<file path="config.mk">
export PLATFORM = sky130hd
export DESIGN_NAME = escape_key_and_switch_decoder_core
export DESIGN_NICKNAME = d
export VERILOG_FILES = /design/src/hw/rtl/ekd_pkg.sv /design/src/hw/rtl/ekd_switch_deb.sv /design/src/hw/rtl/escape_key_and_switch_decoder_core.sv
export SDC_FILE = /design/constraint.sdc
export NUM_CORES = 1
export LEC_CHECK = 0
export ABC_AREA = 1
export BUFFER_PORTS_ARGS = -buffer_cell sky130_fd_sc_hd__buf_2
export CAP_MARGIN = 20
export CELL_PAD_IN_SITES_DETAIL_PLACEMENT = 1
export CELL_PAD_IN_SITES_GLOBAL_PLACEMENT = 1
export CORE_UTILIZATION = 30
export DETAILED_ROUTE_END_ITERATION = 7
export GPL_TIMING_DRIVEN = 0
export PLACE_DENSITY = 0.61
export SLEW_MARGIN = 20
export SYNTH_ARGS = -nofsm -noshare
export SYNTH_HDL_FRONTEND = slang
export SYNTH_SLANG_ARGS = --single-unit
</file>
<file path="constraint.sdc">
create_clock -name clk -period 3.2 [get_ports clk]
set_input_delay 0.64 -clock clk [delete_from_list [all_inputs] [get_ports clk]]
set_output_delay 0.64 -clock clk [all_outputs]
set_load 0.05 [all_outputs]
</file>
<file path="src/hw/rtl/ekd_pkg.sv">
`timescale 1ns / 1ps

package ekd_pkg;

    // Time base and field widths
    localparam int TIME_W      = 32;
    localparam int CODE_W      = 32;
    localparam int BYTE_W      = 8;
    localparam int WINDOW_W    = 16;
    localparam int SAMPLE_W    = 8;

    // Footswitch bits actually debounced (1..SAMPLE_W)
    localparam int SWITCH_BITS = 8;

    // Item kinds
    localparam logic KIND_POLL = 1'b0;
    localparam logic KIND_ARM  = 1'b1;

    // Configuration register indexes
    typedef enum logic
    {
        CFG_ESC_WINDOW      = 1'b0,
        CFG_DEBOUNCE_WINDOW = 1'b1
    } cfg_index_t;

    localparam logic [WINDOW_W-1:0] ESC_WINDOW_RST      = 16'd10;
    localparam logic [WINDOW_W-1:0] DEBOUNCE_WINDOW_RST = 16'd10;

    // Characters
    localparam logic [BYTE_W-1:0] KEY_ESC   = 8'h1B;
    localparam logic [BYTE_W-1:0] KEY_TILDE = 8'h7E;
    localparam logic [BYTE_W-1:0] KEY_A     = 8'h41;
    localparam logic [BYTE_W-1:0] KEY_B     = 8'h42;
    localparam logic [BYTE_W-1:0] KEY_C     = 8'h43;
    localparam logic [BYTE_W-1:0] KEY_D     = 8'h44;

    // Debouncer status toward the decoder
    typedef struct packed
    {
        logic              fire;
        logic [CODE_W-1:0] value;
    } sw_status_t;

    // True for a byte that ends an escape sequence
    function automatic logic is_final(input logic [BYTE_W-1:0] b);
        logic r;
        begin
            case (b)
                KEY_TILDE, KEY_A, KEY_B, KEY_C, KEY_D: r = 1'b1;
                default:                               r = 1'b0;
            endcase
            return r;
        end
    endfunction

endpackage

</file>
<file path="src/hw/rtl/ekd_switch_deb.sv">
`timescale 1ns / 1ps

module ekd_switch_deb
(
    input  logic                              clk,
    input  logic                              rst_n,
    input  logic                              poll,
    input  logic [ekd_pkg::SAMPLE_W-1:0]      sample,
    input  logic [ekd_pkg::TIME_W-1:0]        now,
    input  logic [ekd_pkg::WINDOW_W-1:0]      window,
    output ekd_pkg::sw_status_t               status
);

    logic [ekd_pkg::SWITCH_BITS-1:0] switch_last_reg;
    logic [ekd_pkg::SWITCH_BITS-1:0] switch_stable_reg;
    logic [ekd_pkg::TIME_W-1:0]      switch_deadline_reg;

    logic [ekd_pkg::SWITCH_BITS-1:0] masked;
    logic                            changed;
    logic                            settled;

    // Compare the masked sample with the last one and check the settle time
    always_comb
    begin
        masked  = sample[ekd_pkg::SWITCH_BITS-1:0];
        changed = (masked != switch_last_reg);
        settled = !changed && (switch_deadline_reg != '0) && (now > switch_deadline_reg);
        status.fire  = settled && (switch_last_reg != switch_stable_reg);
        status.value = ekd_pkg::CODE_W'(switch_last_reg);
    end

    // Debounce state, updated only when the decoder samples the switch
    always_ff @(posedge clk or negedge rst_n)
    begin
        if (!rst_n)
        begin
            switch_last_reg     <= '0;
            switch_stable_reg   <= '0;
            switch_deadline_reg <= '0;
        end
        else if (poll)
        begin
            if (changed)
            begin
                switch_last_reg     <= masked;
                switch_deadline_reg <= now + ekd_pkg::TIME_W'(window);
            end
            else if (settled)
            begin
                switch_deadline_reg <= '0;
                switch_stable_reg   <= switch_last_reg;
            end
        end
    end

endmodule

</file>
<file path="src/hw/rtl/escape_key_and_switch_decoder_core.sv">
`timescale 1ns / 1ps

// Channel   Handshake              Payload
// in        in_valid / in_ready    kind, byte_valid, rx_byte, now, switch_sample,
//                                  repeat_delay, repeat_code
// out       out_valid / out_ready  code_valid, key_code
// cfg       cfg_we                 cfg_index, cfg_wdata
//
// Every item gives one result. It waits in the input register until the output
// register is free or drained; the decode logic between them then updates the
// state and loads the result, which raises out_valid, on one shared edge.
// One item per cycle is taken while the output is drained.
// A stalled output holds the input register, which then drops in_ready.
// Reset clears all decoder state and sets both windows to 10 ticks.

module escape_key_and_switch_decoder_core
(
    input  logic                            clk,
    input  logic                            rst_n,

    input  logic                            in_valid,
    output logic                            in_ready,
    input  logic                            kind,
    input  logic                            byte_valid,
    input  logic [ekd_pkg::BYTE_W-1:0]      rx_byte,
    input  logic [ekd_pkg::TIME_W-1:0]      now,
    input  logic [ekd_pkg::SAMPLE_W-1:0]    switch_sample,
    input  logic [ekd_pkg::WINDOW_W-1:0]    repeat_delay,
    input  logic [ekd_pkg::CODE_W-1:0]      repeat_code,

    output logic                            out_valid,
    input  logic                            out_ready,
    output logic                            code_valid,
    output logic [ekd_pkg::CODE_W-1:0]      key_code,

    input  logic                            cfg_we,
    input  ekd_pkg::cfg_index_t             cfg_index,
    input  logic [ekd_pkg::WINDOW_W-1:0]    cfg_wdata
);

    // Configuration
    logic [ekd_pkg::WINDOW_W-1:0] esc_window_reg;
    logic [ekd_pkg::WINDOW_W-1:0] debounce_window_reg;

    // Input register
    logic                           s1_valid_reg;
    logic                           s1_kind_reg;
    logic                           s1_byte_valid_reg;
    logic [ekd_pkg::BYTE_W-1:0]     s1_byte_reg;
    logic [ekd_pkg::TIME_W-1:0]     s1_now_reg;
    logic [ekd_pkg::SAMPLE_W-1:0]   s1_sample_reg;
    logic [ekd_pkg::WINDOW_W-1:0]   s1_delay_reg;
    logic [ekd_pkg::CODE_W-1:0]     s1_rcode_reg;

    // Decoder state
    logic [ekd_pkg::TIME_W-1:0]     esc_deadline_reg;
    logic [ekd_pkg::TIME_W-1:0]     esc_deadline_next;
    logic [ekd_pkg::CODE_W-1:0]     esc_code_reg;
    logic [ekd_pkg::CODE_W-1:0]     esc_code_next;
    logic [ekd_pkg::TIME_W-1:0]     rpt_deadline_reg;
    logic [ekd_pkg::TIME_W-1:0]     rpt_deadline_next;
    logic [ekd_pkg::CODE_W-1:0]     rpt_code_reg;
    logic [ekd_pkg::CODE_W-1:0]     rpt_code_next;

    // Output register
    logic                           out_valid_reg;
    logic                           code_valid_reg;
    logic                           code_valid_next;
    logic [ekd_pkg::CODE_W-1:0]     key_code_reg;
    logic [ekd_pkg::CODE_W-1:0]     key_code_next;

    logic                           advance;
    logic                           sw_poll;
    logic                           esc_open;
    logic                           esc_expired;
    logic                           rpt_expired;
    logic [ekd_pkg::CODE_W-1:0]     esc_shifted;
    ekd_pkg::sw_status_t            sw_status;

    // Handshake: input stage moves when the output register is free
    assign advance  = s1_valid_reg && (!out_valid_reg || out_ready);
    assign in_ready = !s1_valid_reg || advance;

    assign out_valid  = out_valid_reg;
    assign code_valid = code_valid_reg;
    assign key_code   = key_code_reg;

    // Configuration writes
    always_ff @(posedge clk or negedge rst_n)
    begin
        if (!rst_n)
        begin
            esc_window_reg      <= ekd_pkg::ESC_WINDOW_RST;
            debounce_window_reg <= ekd_pkg::DEBOUNCE_WINDOW_RST;
        end
        else if (cfg_we)
        begin
            unique case (cfg_index)
                ekd_pkg::CFG_ESC_WINDOW:      esc_window_reg      <= cfg_wdata;
                ekd_pkg::CFG_DEBOUNCE_WINDOW: debounce_window_reg <= cfg_wdata;
                default: ;
            endcase
        end
    end

    // Input register
    always_ff @(posedge clk or negedge rst_n)
    begin
        if (!rst_n)
        begin
            s1_valid_reg <= 1'b0;
        end
        else if (in_ready)
        begin
            s1_valid_reg <= in_valid;
        end
    end

    always_ff @(posedge clk)
    begin
        if (in_valid && in_ready)
        begin
            s1_kind_reg       <= kind;
            s1_byte_valid_reg <= byte_valid;
            s1_byte_reg       <= rx_byte;
            s1_now_reg        <= now;
            s1_sample_reg     <= switch_sample;
            s1_delay_reg      <= repeat_delay;
            s1_rcode_reg      <= repeat_code;
        end
    end

    // Footswitch debouncer
    ekd_switch_deb u_switch_deb
    (
        .clk    (clk),
        .rst_n  (rst_n),
        .poll   (advance && sw_poll),
        .sample (s1_sample_reg),
        .now    (s1_now_reg),
        .window (debounce_window_reg),
        .status (sw_status)
    );

    // Decode one item
    always_comb
    begin
        esc_open    = (esc_deadline_reg != '0);
        esc_expired = esc_open && (s1_now_reg > esc_deadline_reg);
        rpt_expired = (rpt_deadline_reg != '0) && (s1_now_reg > rpt_deadline_reg);
        esc_shifted = {esc_code_reg[ekd_pkg::CODE_W-ekd_pkg::BYTE_W-1:0], s1_byte_reg};

        esc_deadline_next = esc_deadline_reg;
        esc_code_next     = esc_code_reg;
        rpt_deadline_next = rpt_deadline_reg;
        rpt_code_next     = rpt_code_reg;
        code_valid_next   = 1'b0;
        key_code_next     = '0;
        sw_poll           = 1'b0;

        if (s1_kind_reg == ekd_pkg::KIND_ARM)
        begin
            rpt_deadline_next = s1_now_reg + ekd_pkg::TIME_W'(s1_delay_reg);
            rpt_code_next     = s1_rcode_reg;
        end
        else if (!s1_byte_valid_reg)
        begin
            if (esc_expired)
            begin
                esc_deadline_next = '0;
                code_valid_next   = 1'b1;
                key_code_next     = esc_code_reg;
            end
            else if (rpt_expired)
            begin
                rpt_deadline_next = '0;
                code_valid_next   = 1'b1;
                key_code_next     = rpt_code_reg;
            end
            else
            begin
                sw_poll = 1'b1;
            end
        end
        else if (esc_open)
        begin
            // Byte inside an open window, even a late one
            esc_code_next = esc_shifted;
            if (ekd_pkg::is_final(s1_byte_reg))
            begin
                esc_deadline_next = '0;
                code_valid_next   = 1'b1;
                key_code_next     = esc_shifted;
            end
            else
            begin
                sw_poll = 1'b1;
            end
        end
        else if (s1_byte_reg == ekd_pkg::KEY_ESC)
        begin
            esc_deadline_next = s1_now_reg + ekd_pkg::TIME_W'(esc_window_reg);
            esc_code_next     = ekd_pkg::CODE_W'(s1_byte_reg);
            sw_poll           = 1'b1;
        end
        else
        begin
            code_valid_next = 1'b1;
            key_code_next   = ekd_pkg::CODE_W'(s1_byte_reg);
        end

        if (sw_poll && sw_status.fire)
        begin
            code_valid_next = 1'b1;
            key_code_next   = sw_status.value;
        end
    end

    // Decoder state update
    always_ff @(posedge clk or negedge rst_n)
    begin
        if (!rst_n)
        begin
            esc_deadline_reg <= '0;
            esc_code_reg     <= '0;
            rpt_deadline_reg <= '0;
            rpt_code_reg     <= '0;
        end
        else if (advance)
        begin
            esc_deadline_reg <= esc_deadline_next;
            esc_code_reg     <= esc_code_next;
            rpt_deadline_reg <= rpt_deadline_next;
            rpt_code_reg     <= rpt_code_next;
        end
    end

    // Output register
    always_ff @(posedge clk or negedge rst_n)
    begin
        if (!rst_n)
        begin
            out_valid_reg <= 1'b0;
        end
        else if (advance)
        begin
            out_valid_reg <= 1'b1;
        end
        else if (out_ready)
        begin
            out_valid_reg <= 1'b0;
        end
    end

    always_ff @(posedge clk)
    begin
        if (advance)
        begin
            code_valid_reg <= code_valid_next;
            key_code_reg   <= key_code_next;
        end
    end

    // Checks
    a_no_code_zero: assert property (@(posedge clk) disable iff (!rst_n)
        out_valid_reg && !code_valid_reg |-> key_code_reg == '0)
        else $error("key_code not zero without a code");

    a_arm_silent: assert property (@(posedge clk) disable iff (!rst_n)
        advance && s1_kind_reg == ekd_pkg::KIND_ARM |=> !code_valid_reg)
        else $error("arm item delivered a code");

    a_esc_open: assert property (@(posedge clk) disable iff (!rst_n)
        advance && s1_kind_reg == ekd_pkg::KIND_POLL && s1_byte_valid_reg && !esc_open
            && s1_byte_reg == ekd_pkg::KEY_ESC
        |=> esc_code_reg == ekd_pkg::CODE_W'(ekd_pkg::KEY_ESC))
        else $error("escape window did not start with ESC");

endmodule
</file>
-- Word-level counts from Yosys, hierarchy flattened
Cells that the tools add are included.
- register bits after elaboration: 341
- bits of input ports: 120
- output and inout port bits: 35
- add/subtract/negate cells: 3
- $lt $le $gt $ge: 3
- equal/unequal tests: 12
- muxes and demuxes: 41
- bitwise operators: 3
- reduce and logical (&&, ||, !) cells: 33
- operators with widths (kind ; count):
    32-bit two-way mux ; 18
    32-bit by 16-bit adder with 32-bit output ; 3
    32-bit greater-than comparator ; 3
    32-bit nonzero test ; 3
    8-bit by 7-bit equality test with 1-bit output (second input constant) ; 5
    8-bit two-way mux ; 3
    1-bit two-way mux ; 20
    8-bit != test ; 2
    2-bit AND reduction ; 5
    2-bit nonzero test ; 5
    1-bit logical AND ; 9
    8-bit by 5-bit equality test with 1-bit output (second input constant) ; 1
    4-bit AND reduction ; 2
    5-bit AND reduction ; 1
    5-bit OR reduction ; 1
    2-bit != test (second input constant) ; 2
    1-bit zero test ; 3
    3-bit by 1-bit != test with 1-bit output (second input constant) ; 1
    3-bit by 2-bit != test with 1-bit output (second input constant) ; 1
    1-bit inverter ; 3
    3-bit AND reduction ; 1
    1-bit logical OR ; 2
    2-bit OR reduction ; 1

-- Logic depth before layout (Yosys ltp)
Gate-level depths: netlist of run 1.
- word-level depth: 12
- gate-level depth with buffers: 22
- mapped depth without buffers: 21

-- Hierarchy
From an unflattened synthesis of run 1, not the netlist that was laid out.
- cells, all modules: 2666
- area, all modules: 20928.8 um^2
- by module, submodules not included (module ; times used ; cells each ; area each (um^2)):
    escape_key_and_switch_decoder_core ; 1 ; 1966 ; 16191.8
    ekd_switch_deb ; 1 ; 700 ; 4737.0

-- Worst setup path after synthesis of run 1
OpenSTA, ideal clock, no wires.
- path kind: reg2reg
- start: register out_valid_reg, in the netlist out_valid
- end: register s1_byte_reg[0] (netlist name) (enable)
- library setup time: 451 ps
- arrival time: 3149 ps
- required time: 2749 ps
- path slack: -400 ps
- stages on the path, launching flop included: 4
- buffers on the path: 0
- clock period less this slack: 3600 ps
- cell sequence: dfrtp_1 nand3_1 nand2_1 inv_1
- cells in the longest elaborated chain, start to end: 5
- RTL lines (what ; RTL line ; text):
    start: declaration ; escape_key_and_switch_decoder_core.sv:66 ; logic out_valid_reg;
    start signal: assignment ; escape_key_and_switch_decoder_core.sv:243 ; out_valid_reg <= 1'b0;
    start signal: assignment ; escape_key_and_switch_decoder_core.sv:247 ; out_valid_reg <= 1'b1;
    start signal: assignment ; escape_key_and_switch_decoder_core.sv:251 ; out_valid_reg <= 1'b0;
    1-bit zero test ; escape_key_and_switch_decoder_core.sv:81 ; assign advance = s1_valid_reg && (!out_valid_reg || out_ready);
    1-bit logical OR ; escape_key_and_switch_decoder_core.sv:81 ;
    1-bit logical AND ; escape_key_and_switch_decoder_core.sv:81 ;
    1-bit logical OR ; escape_key_and_switch_decoder_core.sv:82 ; assign in_ready = !s1_valid_reg || advance;
    net in_ready ; escape_key_and_switch_decoder_core.sv:22 ; output logic in_ready,
    1-bit logical AND ; escape_key_and_switch_decoder_core.sv:121 ; if (in_valid && in_ready)
    end signal: assignment ; escape_key_and_switch_decoder_core.sv:125 ; s1_byte_reg <= rx_byte;
    end: declaration ; escape_key_and_switch_decoder_core.sv:49 ; logic [ekd_pkg::BYTE_W-1:0] s1_byte_reg;
The timed path passes the listed nets, and every way through them passes these cells.
A chain may end at the register's enable or synchronous reset.

-- Final worst setup path of run 1
- start: register s1_now_reg[2] (netlist name)
- end: register rpt_deadline_reg[21] (netlist name)
- cells in the longest elaborated chain, start to end: 4
- elaborated cells on any way between the ends: 9
- RTL lines (what ; RTL line ; text):
    start: declaration ; escape_key_and_switch_decoder_core.sv:50 ; logic [ekd_pkg::TIME_W-1:0] s1_now_reg;
    start signal: assignment ; escape_key_and_switch_decoder_core.sv:126 ; s1_now_reg <= now;
    32-bit greater-than comparator (on tied branches) ; escape_key_and_switch_decoder_core.sv:149, escape_key_and_switch_decoder_core.sv:150 ;
    1-bit logical AND (on tied branches) ; escape_key_and_switch_decoder_core.sv:149, escape_key_and_switch_decoder_core.sv:150 ;
    2-bit != test (no source line) / 2-bit nonzero test (equally long branches) ; n/a ;
    4-bit AND reduction (no source line) ; n/a ;
    end signal: assignment ; escape_key_and_switch_decoder_core.sv:233 ; rpt_deadline_reg <= rpt_deadline_next;
    end: declaration ; escape_key_and_switch_decoder_core.sv:60 ; logic [ekd_pkg::TIME_W-1:0] rpt_deadline_reg;
Parallel ways exist; a longest one is shown, timed or not.

==> impl_metrics.ini, run 1 <==
[status]
outcome = complete, no violations

[synth]
ys_async_sr_fraction_pct = 61.6
synth_edf_count = 131
synth_fa_ha_area_share_pct = 9.42
synth-xor-area-share_pct = 1.91
ys_ff_latch = 341
yosys.area_share.simple_pct = 24.6
syn-num-nets = 2662
synth_top_family_by_area = simple AND/OR/NAND/NOR gates
syn_area_um2 = 19800
yosysWarnings = 0
synth_compound_area_share_pct = 10.4
syn_inst = 2395
ys_seq_area_share_pct = 46.5
synth_top_area_share_pct = 26.1
synthFlopType = dfrtp_1
synth_top_area_cell = dfrtp_1
muxShareOfSynthArea_pct = 0
syn_avg_cell_area_um2 = 8.25
ys_types = 58
synth.area.top_cells = dfrtp_1 26%, edfxtp_1 20%, nand2_1 13%, ha_1 9.1%, inv_1 4.8%

[drt]
wl_per_cell_um = 20.1
drtPass1Iterations = 5
route.antenna.remaining_nets = 0
drt-total-wl_um = 71200
drt-initial-drc-count = 868
drcViolationCount = 0
viasPerCell = 4.98
vias = 17700

[placed_design]
gp_congestion = 0.870
io_buffers = 154
place_inst = 3409
dpl.hpwl_um = 53800

[min_path]
hp-class = input port to register
min_from = now[30]
holdPathEnd = s1_now_reg[30]
holdPathStages = 1

[worst_setup_path]
cp_common_cell = nand2_1
cp.arrival_ps = 3620
critical_path_class = register to register
r2r_setup_slack_ps = 80
slowest_stage = a21oi_1
worstPathRequired_ps = 3690
rr_worst_depth = 10
crit_path_end_kind = register
cp_slowest_stage_delay_ps = 630
timing.rr.end = rpt_deadline_reg[21]
start_kind = register
path_cells = ha_1, o21ai_0, o21ai_0, nand2_1, nand2_1, a21oi_1, nor2_1, or2_2, nand3_1, nand2_1
r2r_start = s1_now_reg[2]
crit_fanout = 6

[layout]
nNetsFinal = 2925
syn2layout_area_growth_pct = 20.6
layout-drive-gt1-share_pct = 15.1
antenna_cells = 0
stdcell_count = 3550
fillers = 7781

[global_routing]
grt_pass1_vias = 18700
grt_max_degree = 92
grt_overflow = 0
grt_pass1_wl_um = 109000
grt_util_all_layers_pct = 21.3
antenna_found_initial = 1

[floorplanning]
die_x_um = 259
core_area_um2 = 64800
initial_core_util_pct = 30.5
std_cell_rows = 93
die_h_um = 259
design.die.area_um2 = 66900
num_io_pins = 155

[sta]
layout_min_cycle_time_ps = 3120
maxSlewViolCount = 0
fin_crit_sh_pct = 97.6
relSlewSlack_pct = 27.4
hold_violations = 0
timing.fmax_mhz = 320
setup_tns_ps = 0
setup_viol = 0
final.setup_skew_ps = 28.2
tightest_slew_ps = 1080

[clock_network]
clock-sinks = 341
clkLatencyLatePin_ps = 610
max-clock-path-buffers = 3
cts_root_buffer = clkbuf_16
cts_buffers = 45
clk_pin_slew_worst_paths_ps = 60
cts_tree = built
htreeDepth = 2

[power_and_ir_drop]
power.density_nw_per_um2 = 814
p_leak_nw = 11.3
peakVddDrop_v = 0.000444

[job]
maxCapViolCount = 0
[area by class of cell]
cell class	instances	area, µm²	area share [%]
flip-flops and latches	341	9190	38.6
inverters	279	1050	4.42
plain buffers	70	369	1.55
multi-input cells	1705	9220	38.7
well taps	855	1070	4.49
repair buffers	216	1360	5.72
clock buffers	52	1150	4.83
clock inverters	32	418	1.75
[how the worst max path moves through the flow]
stage	from	to	slack, ps	cells after the start
2_1_floorplan	out_valid	s1_byte_reg[0]	80	3
3_3_place_gp	rst_n	rpt_code_reg[19]	-2520	1
3_5_place_dp	s1_now_reg[15]	esc_deadline_reg[24]	-250	13
4_1_cts	s1_now_reg[19]	key_code[23]	4	18
5_1_grt	s1_now_reg[0]	rpt_deadline_reg[31]	-0.6	20
6_report	s1_now_reg[2]	rpt_deadline_reg[21]	80	10
[kinds of logic after synthesis]
group | after synthesis
AO/OA/AOI/OAI | 378
XOR/XNOR | 43
adder cells (fa/ha/maj) | 147
buffers and inverters | 349
flip-flops | 341
AND/OR/NAND/NOR | 1137
[power breakdown]
part           total (mW)  internal [mW]  switching (mW)
clock                5.42           3.27            2.16
sequential           6.47           5.69           0.779
combinational        7.52           2.39            5.13
total                19.4           11.3            8.06
[synth_stat cells (3+ instances only)]
master,instances
or2_2,9
or2_1,3
clkbuf_1,24
a21oi_1,121
xor2_1,17
nand4_1,62
o21a_1,7
a21oi_4,3
dfstp_2,4
nor2_1,163
dfrtp_1,206
a31oi_1,4
nand3_1,140
nand2_2,5
nand2_4,3
nor4_1,19
o22ai_1,16
o211ai_1,4
o31ai_1,5
nor2_2,3
o21ai_1,12
o21ai_0,181
ha_1,144
nor3_1,20
nand2_1,695
xnor2_1,26
o21bai_1,7
fa_1,3
buf_2,32
edfxtp_1,131
buf_4,5
inv_2,26
inv_1,251
a21o_1,7
buf_6,5
buf_1,4
[through the flow]
stage / instance area (µm²) / hold WS (ps) / total power [mW] / worst slack, ps / util, %
4_1_cts: 23600 / 167 / 19.5 / 3.88 / 36.4
3_5_place_dp: 21700 / 445 / 13.9 / -247 / 33.5
6_report: 23800 / 209 / 19.4 / 77.3 / 36.8
2_1_floorplan: 19800 / 344 / 11.3 / 84.8 / -
5_1_grt: 23800 / 191 / 20.7 / -0.580 / 36.8
3_3_place_gp: 21600 / 442 / 13.5 / -2520 / 33.3
[cells in the final DEF, fill, tap and decap left out, types with 62 or more instances in the layout]
master / n
nand4_1: 62
buf_4: 62
dfrtp_1: 206
a21oi_1: 118
inv_1: 249
edfxtp_1: 131
nand2_1: 694
ha_1: 144
buf_2: 181
o21ai_0: 181
nand3_1: 138
nor2_1: 161
[critical path, delay by kind of cell (launching register included)]
kind | cells | cell delay (ps)
AOI/OAI and AO/OA | 3 | 1140
adders and majority gates | 1 | 430
DFF | 1 | 600
and+or+nand+nor | 6 | 850
[routing by layer]
metal	global-route usage [%]	up-vias	part of all wire [%]
li1	-	8498	-
met1	28.0	8769	46
met2	36.1	310	48
met3	2.70	101	3.5
met4	7.15	0	2.8
met5	0	-	0
[timing repair]
item / CTS / global route
hold buffers: 1 / 0
hold endpoints to repair: 45 / 0
pin swaps: 0 / 2
resized for setup: 7 / 13
setup endpoints to repair: 131 / 117
buffers inserted: 33 / 23
Note: power is estimated with default switching activity, not from simulation.
==> run 2, diff against run 1 <==
--- a/config.mk
+++ b/config.mk
@@ -13,7 +13,7 @@
 export CORE_UTILIZATION = 30
 export DETAILED_ROUTE_END_ITERATION = 7
 export GPL_TIMING_DRIVEN = 0
-export PLACE_DENSITY = 0.61
+export PLACE_DENSITY = 0.63
 export SLEW_MARGIN = 20
 export SYNTH_ARGS = -nofsm -noshare
 export SYNTH_HDL_FRONTEND = slang
==> constraint.sdc (replaced) <==
create_clock -name clk -period 2.55 [get_ports clk]
set_input_delay 0.51 -clock clk [delete_from_list [all_inputs] [get_ports clk]]
set_output_delay 0.51 -clock clk [all_outputs]
set_load 0.05 [all_outputs]
==> run 2 against run 1 <==
  * The run now ends with setup timing left
  * Fmax is 13% higher
  * Sequential share of layout area is 3.1 points lower
  * Die area stayed put
  * Combinational power is 54% higher
  * Power is 33% higher
  * Routed wire length is 4.2% higher
  * Via count is 2.5% higher
  * Final area is 8.6% higher
  * Count of clock-buffer cells in the layout is 3 higher
  * Global-route usage is 0.52 points higher
  * Non-clock buffer count is 73 higher
  * Critical path depth is 5 higher
  * Critical endpoint is now key_code[22]
==> impl_metrics.ini, run 2 (same netlist as run 1, synthesis figures left out) <==
[floorplanning]
std_cell_rows = 93
num_io_pins = 155
design.die.area_um2 = 66900
die_x_um = 259
die_h_um = 259
initial_core_util_pct = 30.5
core_area_um2 = 64800

[sta]
setup_tns_ps = -21650
grt_setup_unrepaired = true
tightest_slew_ps = 959
final.setup_skew_ps = 48.9
hold_violations = 0
layout_min_cycle_time_ps = 2770
holdWs_ps = 91.7
finalWorstSetupSlack_ps = -223
timing.fmax_mhz = 361
relSlewSlack_pct = 35.5
fin_crit_sh_pct = 109
setup_viol = 145
maxSlewViolCount = 0

[clock_network]
cts_buffers = 42
htreeDepth = 2
clkLatencyLatePin_ps = 590
clk_pin_slew_worst_paths_ps = 60
clock-sinks = 341
cts_tree = built
max-clock-path-buffers = 3
cts_root_buffer = clkbuf_16

[drt]
wl_per_cell_um = 20.5
vias = 18100
wl_met2_um = 35500
viasPerCell = 5.01
dr_wl_met3_um = 3030
drtPass1Iterations = 5
route.antenna.remaining_nets = 0
drcViolationCount = 0
drt-initial-drc-count = 1009
top_layer_used = met4
wl_met1_um = 33200
drt-total-wl_um = 74200

[worst_setup_path]
r2r_setup_slack_ps = -220
worstPathRequired_ps = 2900
r2r_start = s1_now_reg[24]
crit_path_end_kind = register
timing.rr.end = key_code[22]
cp.arrival_ps = 3120
start_kind = register
critical_path_class = register to register
crit_fanout = 10
rr_worst_depth = 15

[global_routing]
grt_overflow = 0
grt_pass1_wl_um = 111000
grt_util_all_layers_pct = 21.8
grt_max_degree = 81
grt_pass1_vias = 18900
antenna_found_initial = 0

[layout]
syn2layout_area_growth_pct = 31.1
nNetsFinal = 2995
fillers = 7588
stdcell_area_um2 = 25900
final_cell_mix = 648 x nand2_1, 244 x inv_1, 205 x dfrtp_1, 171 x buf_2, 149 x nor2_1
layout-drive-gt1-share_pct = 23.9
antenna_cells = 0
layout_commonest_cell = nand2_1

[power_and_ir_drop]
power_mw = 25.8
clock_power_share_pct = 23.5
p_sw_share_pct = 42.1
p_leak_nw = 12.1
power.density_nw_per_um2 = 997
internal_power_mw = 15.0
pwr-share-comb_pct = 45.0
p_seq_share_pct = 31.5
power.switching_mw = 10.9
peakVddDrop_v = 0.000517

[job]
maxCapViolCount = 0

[status]
outcome = finished, violations left
violations = setup timing

[min_path]
hp-class = input port to register
min_from = repeat_code[17]
holdPathStages = 1
holdPathEnd = s1_rcode_reg[17]

[placed_design]
dpl.hpwl_um = 53800
io_buffers = 154
place_ws_ps = -909
gp_congestion = 0.851
place_area_um2 = 21800
-- run 2: power by group through the flow --
stage	clock network, mW	logic, mW	registers (mW)
2_1_floorplan	0	5.94	8.24
3_3_place_gp	0	8.70	8.29
3_5_place_dp	0	9.10	8.31
4_1_cts	6.24	10.3	8.10
5_1_grt	6.41	12.8	8.28
6_report	6.06	11.6	8.14
-- run 2: how the worst max path moves through the flow --
stage                         from  depth (start not counted)                   end  slack (ps)
floorplan                out_valid                          3        s1_byte_reg[0]        -180
global placement             rst_n                          1             out_valid       -3410
detailed placement  s1_now_reg[25]                         13  rpt_deadline_reg[29]        -910
CTS                 s1_now_reg[19]                         17          key_code[22]        -190
global route        s1_now_reg[27]                         17          key_code[28]        -330
finish              s1_now_reg[24]                         15          key_code[22]        -220
-- run 2: layer usage --
metal	track usage, %	up-vias
li1	-	8635
met1	28.5	8998
met2	36.5	363
met3	3.41	121
met4	7.89	0
met5	0	-
-- run 2: cell type report --
class	instances	area [µm²]	share of cell area, %
multi-input cells	1705	10300	39.9
flip-flops and latches	341	9200	35.5
repair buffers	289	2300	8.87
clock buffers	55	1150	4.44
well taps	855	1070	4.13
inverters	279	1060	4.10
plain buffers	70	566	2.18
clock inverters	23	233	0.899
-- run 2: what timing repair did --
| action | CTS | global route |
|---|---|---|
| pin swaps | 30 | 33 |
| gates resized for setup | 152 | 225 |
| setup endpoints to repair | 185 | 202 |
| hold buffers | 1 | 0 |
| buffers inserted | 87 | 31 |
| hold endpoints to repair | 53 | 0 |
| cloned | 2 | 10 |
-- run 2: through the flow --
stage          utilization (%)  cells
2_1_floorplan                -   2395
3_3_place_gp              33.4   3404
3_5_place_dp              33.6   3409
4_1_cts                   37.9   3577
5_1_grt                   40.0   3617
6_report                  40.0   3617
-- run 2: worst max-delay path, cell delays in order, from the launching register on --
cell      delay (ps)
edfxtp_1         470
buf_6            170
ha_4             250
nand4_1          150
nor3_4           280
nand2_2          140
nor2_4           120
nor2_4            50
nand2_8          160
nand3_4          140
nand2_8          120
a21oi_4           60
buf_12           140
buf_12           140
nand2_1           80
inv_1             50
==> run 3, diff against run 2 <==
--- a/config.mk
+++ b/config.mk
@@ -10,10 +10,10 @@
 export CAP_MARGIN = 20
 export CELL_PAD_IN_SITES_DETAIL_PLACEMENT = 1
 export CELL_PAD_IN_SITES_GLOBAL_PLACEMENT = 1
-export CORE_UTILIZATION = 30
+export CORE_UTILIZATION = 42
 export DETAILED_ROUTE_END_ITERATION = 7
 export GPL_TIMING_DRIVEN = 0
-export PLACE_DENSITY = 0.63
+export PLACE_DENSITY = 0.82
 export SLEW_MARGIN = 20
 export SYNTH_ARGS = -nofsm -noshare
 export SYNTH_HDL_FRONTEND = slang
==> run 3 against run 2 <==
  * The flow still finishes with violations (setup timing)
  * Count of clock-buffer cells in the layout shrank 5
  * Core utilization up 14 points
  * Critical path depth is the same
  * Non-clock buffer count decreased by 18
  * Die area decreased by 28%
  * Fmax decreased by 5.3%
  * Sequential power rose by 0.6%
  * Sequential cell count is the same
  * Via count increased by 4.3%
  * Global-route usage grew 9.0 points
  * Largest power group unchanged
==> impl_metrics.ini, run 3 (same netlist as run 1, synthesis figures left out) <==
[worst_setup_path]
critical_path_class = register to register
crit_path_end_kind = register
cp.arrival_ps = 3390
start_kind = register
crit_fanout = 10
worstPathRequired_ps = 3010

[sta]
maxSlewViolCount = 0
timing.fmax_mhz = 341
setup_viol = 162
fin_crit_sh_pct = 115
relSlewSlack_pct = 27.1
final.setup_skew_ps = 37.5
hold_violations = 0
setup_tns_ps = -33790
finalWorstSetupSlack_ps = -379
tightest_slew_ps = 1080
layout_min_cycle_time_ps = 2930
grt_setup_unrepaired = true

[power_and_ir_drop]
p_leak_nw = 11.9
peakVddDrop_v = 0.000673
power.density_nw_per_um2 = 1030
power_mw = 25.9

[global_routing]
antenna_found_initial = 0
grt_max_degree = 91
grt_pass1_wl_um = 112000
grt_pass1_vias = 20000
grt_util_all_layers_pct = 30.8
grt_overflow = 0

[clock_network]
cts_tree = built
cts_root_buffer = clkbuf_16
clk_pin_slew_worst_paths_ps = 60
cts_buffers = 41
clock-sinks = 341
clkLatencyLatePin_ps = 610
max-clock-path-buffers = 3
htreeDepth = 2

[floorplanning]
std_cell_rows = 79
design.die.area_um2 = 47900
num_io_pins = 155
initial_core_util_pct = 42.5
die_h_um = 219
die_x_um = 219
core_area_um2 = 46500

[layout]
final_cell_mix = 625 x nand2_1, 245 x inv_1, 205 x dfrtp_1, 169 x buf_2, 150 x nor2_1
multi_input_area_um2 = 10100
seq_area_um2 = 9200
fillers = 5525
layout_commonest_cell = nand2_1
syn2layout_area_growth_pct = 27.0
layout-drive-gt1-share_pct = 22.9
stdcell_area_um2 = 25100
stdcell_count = 3349
nNetsFinal = 2976
antenna_cells = 0

[placed_design]
place_area_um2 = 21400
gp_congestion = 0.908
place_inst = 3161
io_buffers = 154
dpl.hpwl_um = 50900

[job]
maxCapViolCount = 0

[drt]
viasPerCell = 5.64
wl_per_cell_um = 22.4
drcViolationCount = 0
vias = 18900
drt-total-wl_um = 74900
drtPass1Iterations = 5
route.antenna.remaining_nets = 0
drt-initial-drc-count = 1230

[status]
violations = setup timing
outcome = finished, violations left

[min_path]
hp-class = input port to register
## run 3: cell types whose count changed in the layout (fill, tap and decap cells not counted), moves of 4 or more
cell       before  now
ha_1          117  126
buf_16          4    8
buf_12         25   20
o21ai_2        22   17
o21ai_1        30   35
nand2_2        43   68
clkbuf_16      49   43
buf_4          90   79
ha_4           21   11
nand2_1       648  625
## run 3: area by class of cell
class	instances	area share, %
Clock buffer	50	4.30
Multi-Input combinational cell	1705	40.1
Clock inverter	26	1.15
Inverter	279	4.22
Sequential cell	341	36.6
Buffer	70	2.21
Tap cell	607	3.03
Timing Repair Buffer	271	8.33
## run 3: path summary, 6_finish.rpt
kind,from,end,slack (ps),depth (start not counted)
max reg2reg,s1_now_reg[26],u_switch_deb.switch_deadline_reg[10],-380,15
min,byte_valid,s1_byte_valid_reg,90,1
max in group asynchronous,rst_n,rpt_deadline_reg[27],1240,3
min in group asynchronous,rst_n,esc_window_reg[2],450,2
min reg2reg,s1_rcode_reg[29],rpt_code_reg[29],460,2
max,s1_now_reg[26],u_switch_deb.switch_deadline_reg[10],-380,15
## run 3: critical path: stages, from the launching register on
cell,delay (ps)
edfxtp_1,450
buf_4,180
ha_4,260
nand4_1,170
nor3_4,270
nand3_4,170
nor2_4,150
nor2_2,60
nand2_4,130
nand3_4,160
nand2_8,130
buf_12,110
nand4_4,170
buf_6,220
nand2_1,90
nand2_1,70
## run 3: what timing repair did
item	CTS	global route
hold buffers	1	0
resized for setup	225	111
gates cloned	7	2
endpoints found under the hold margin	53	0
endpoints found under the setup margin	175	206
buffers inserted	88	16
pin swaps	30	34
## run 3: per-stage QoR
stage | hold WS, ps | utilization, % | worst slack [ps]
after floorplan | 214 | - | -177
after global placement | 433 | 45.9 | -3170
after detailed placement | 442 | 46.2 | -853
after CTS | 63.4 | 52.7 | -203
after global routing | 66.5 | 54.0 | -458
final | 85.9 | 54.0 | -379
## run 3: metal layers
metal	GRT usage, %	routed length [µm]
met4	14.5	3530
met2	51.6	36100
met5	0	0
met1	39.2	30900
met3	4.45	4350
## run 3: power breakdown
| group | leakage (nW) | switching (mW) | internal [mW] |
|---|---|---|---|
| Combinational | 7.26 | 7.44 | 4.16 |
| Sequential | 3.95 | 1.05 | 7.14 |
| Clock | 0.668 | 2.63 | 3.48 |
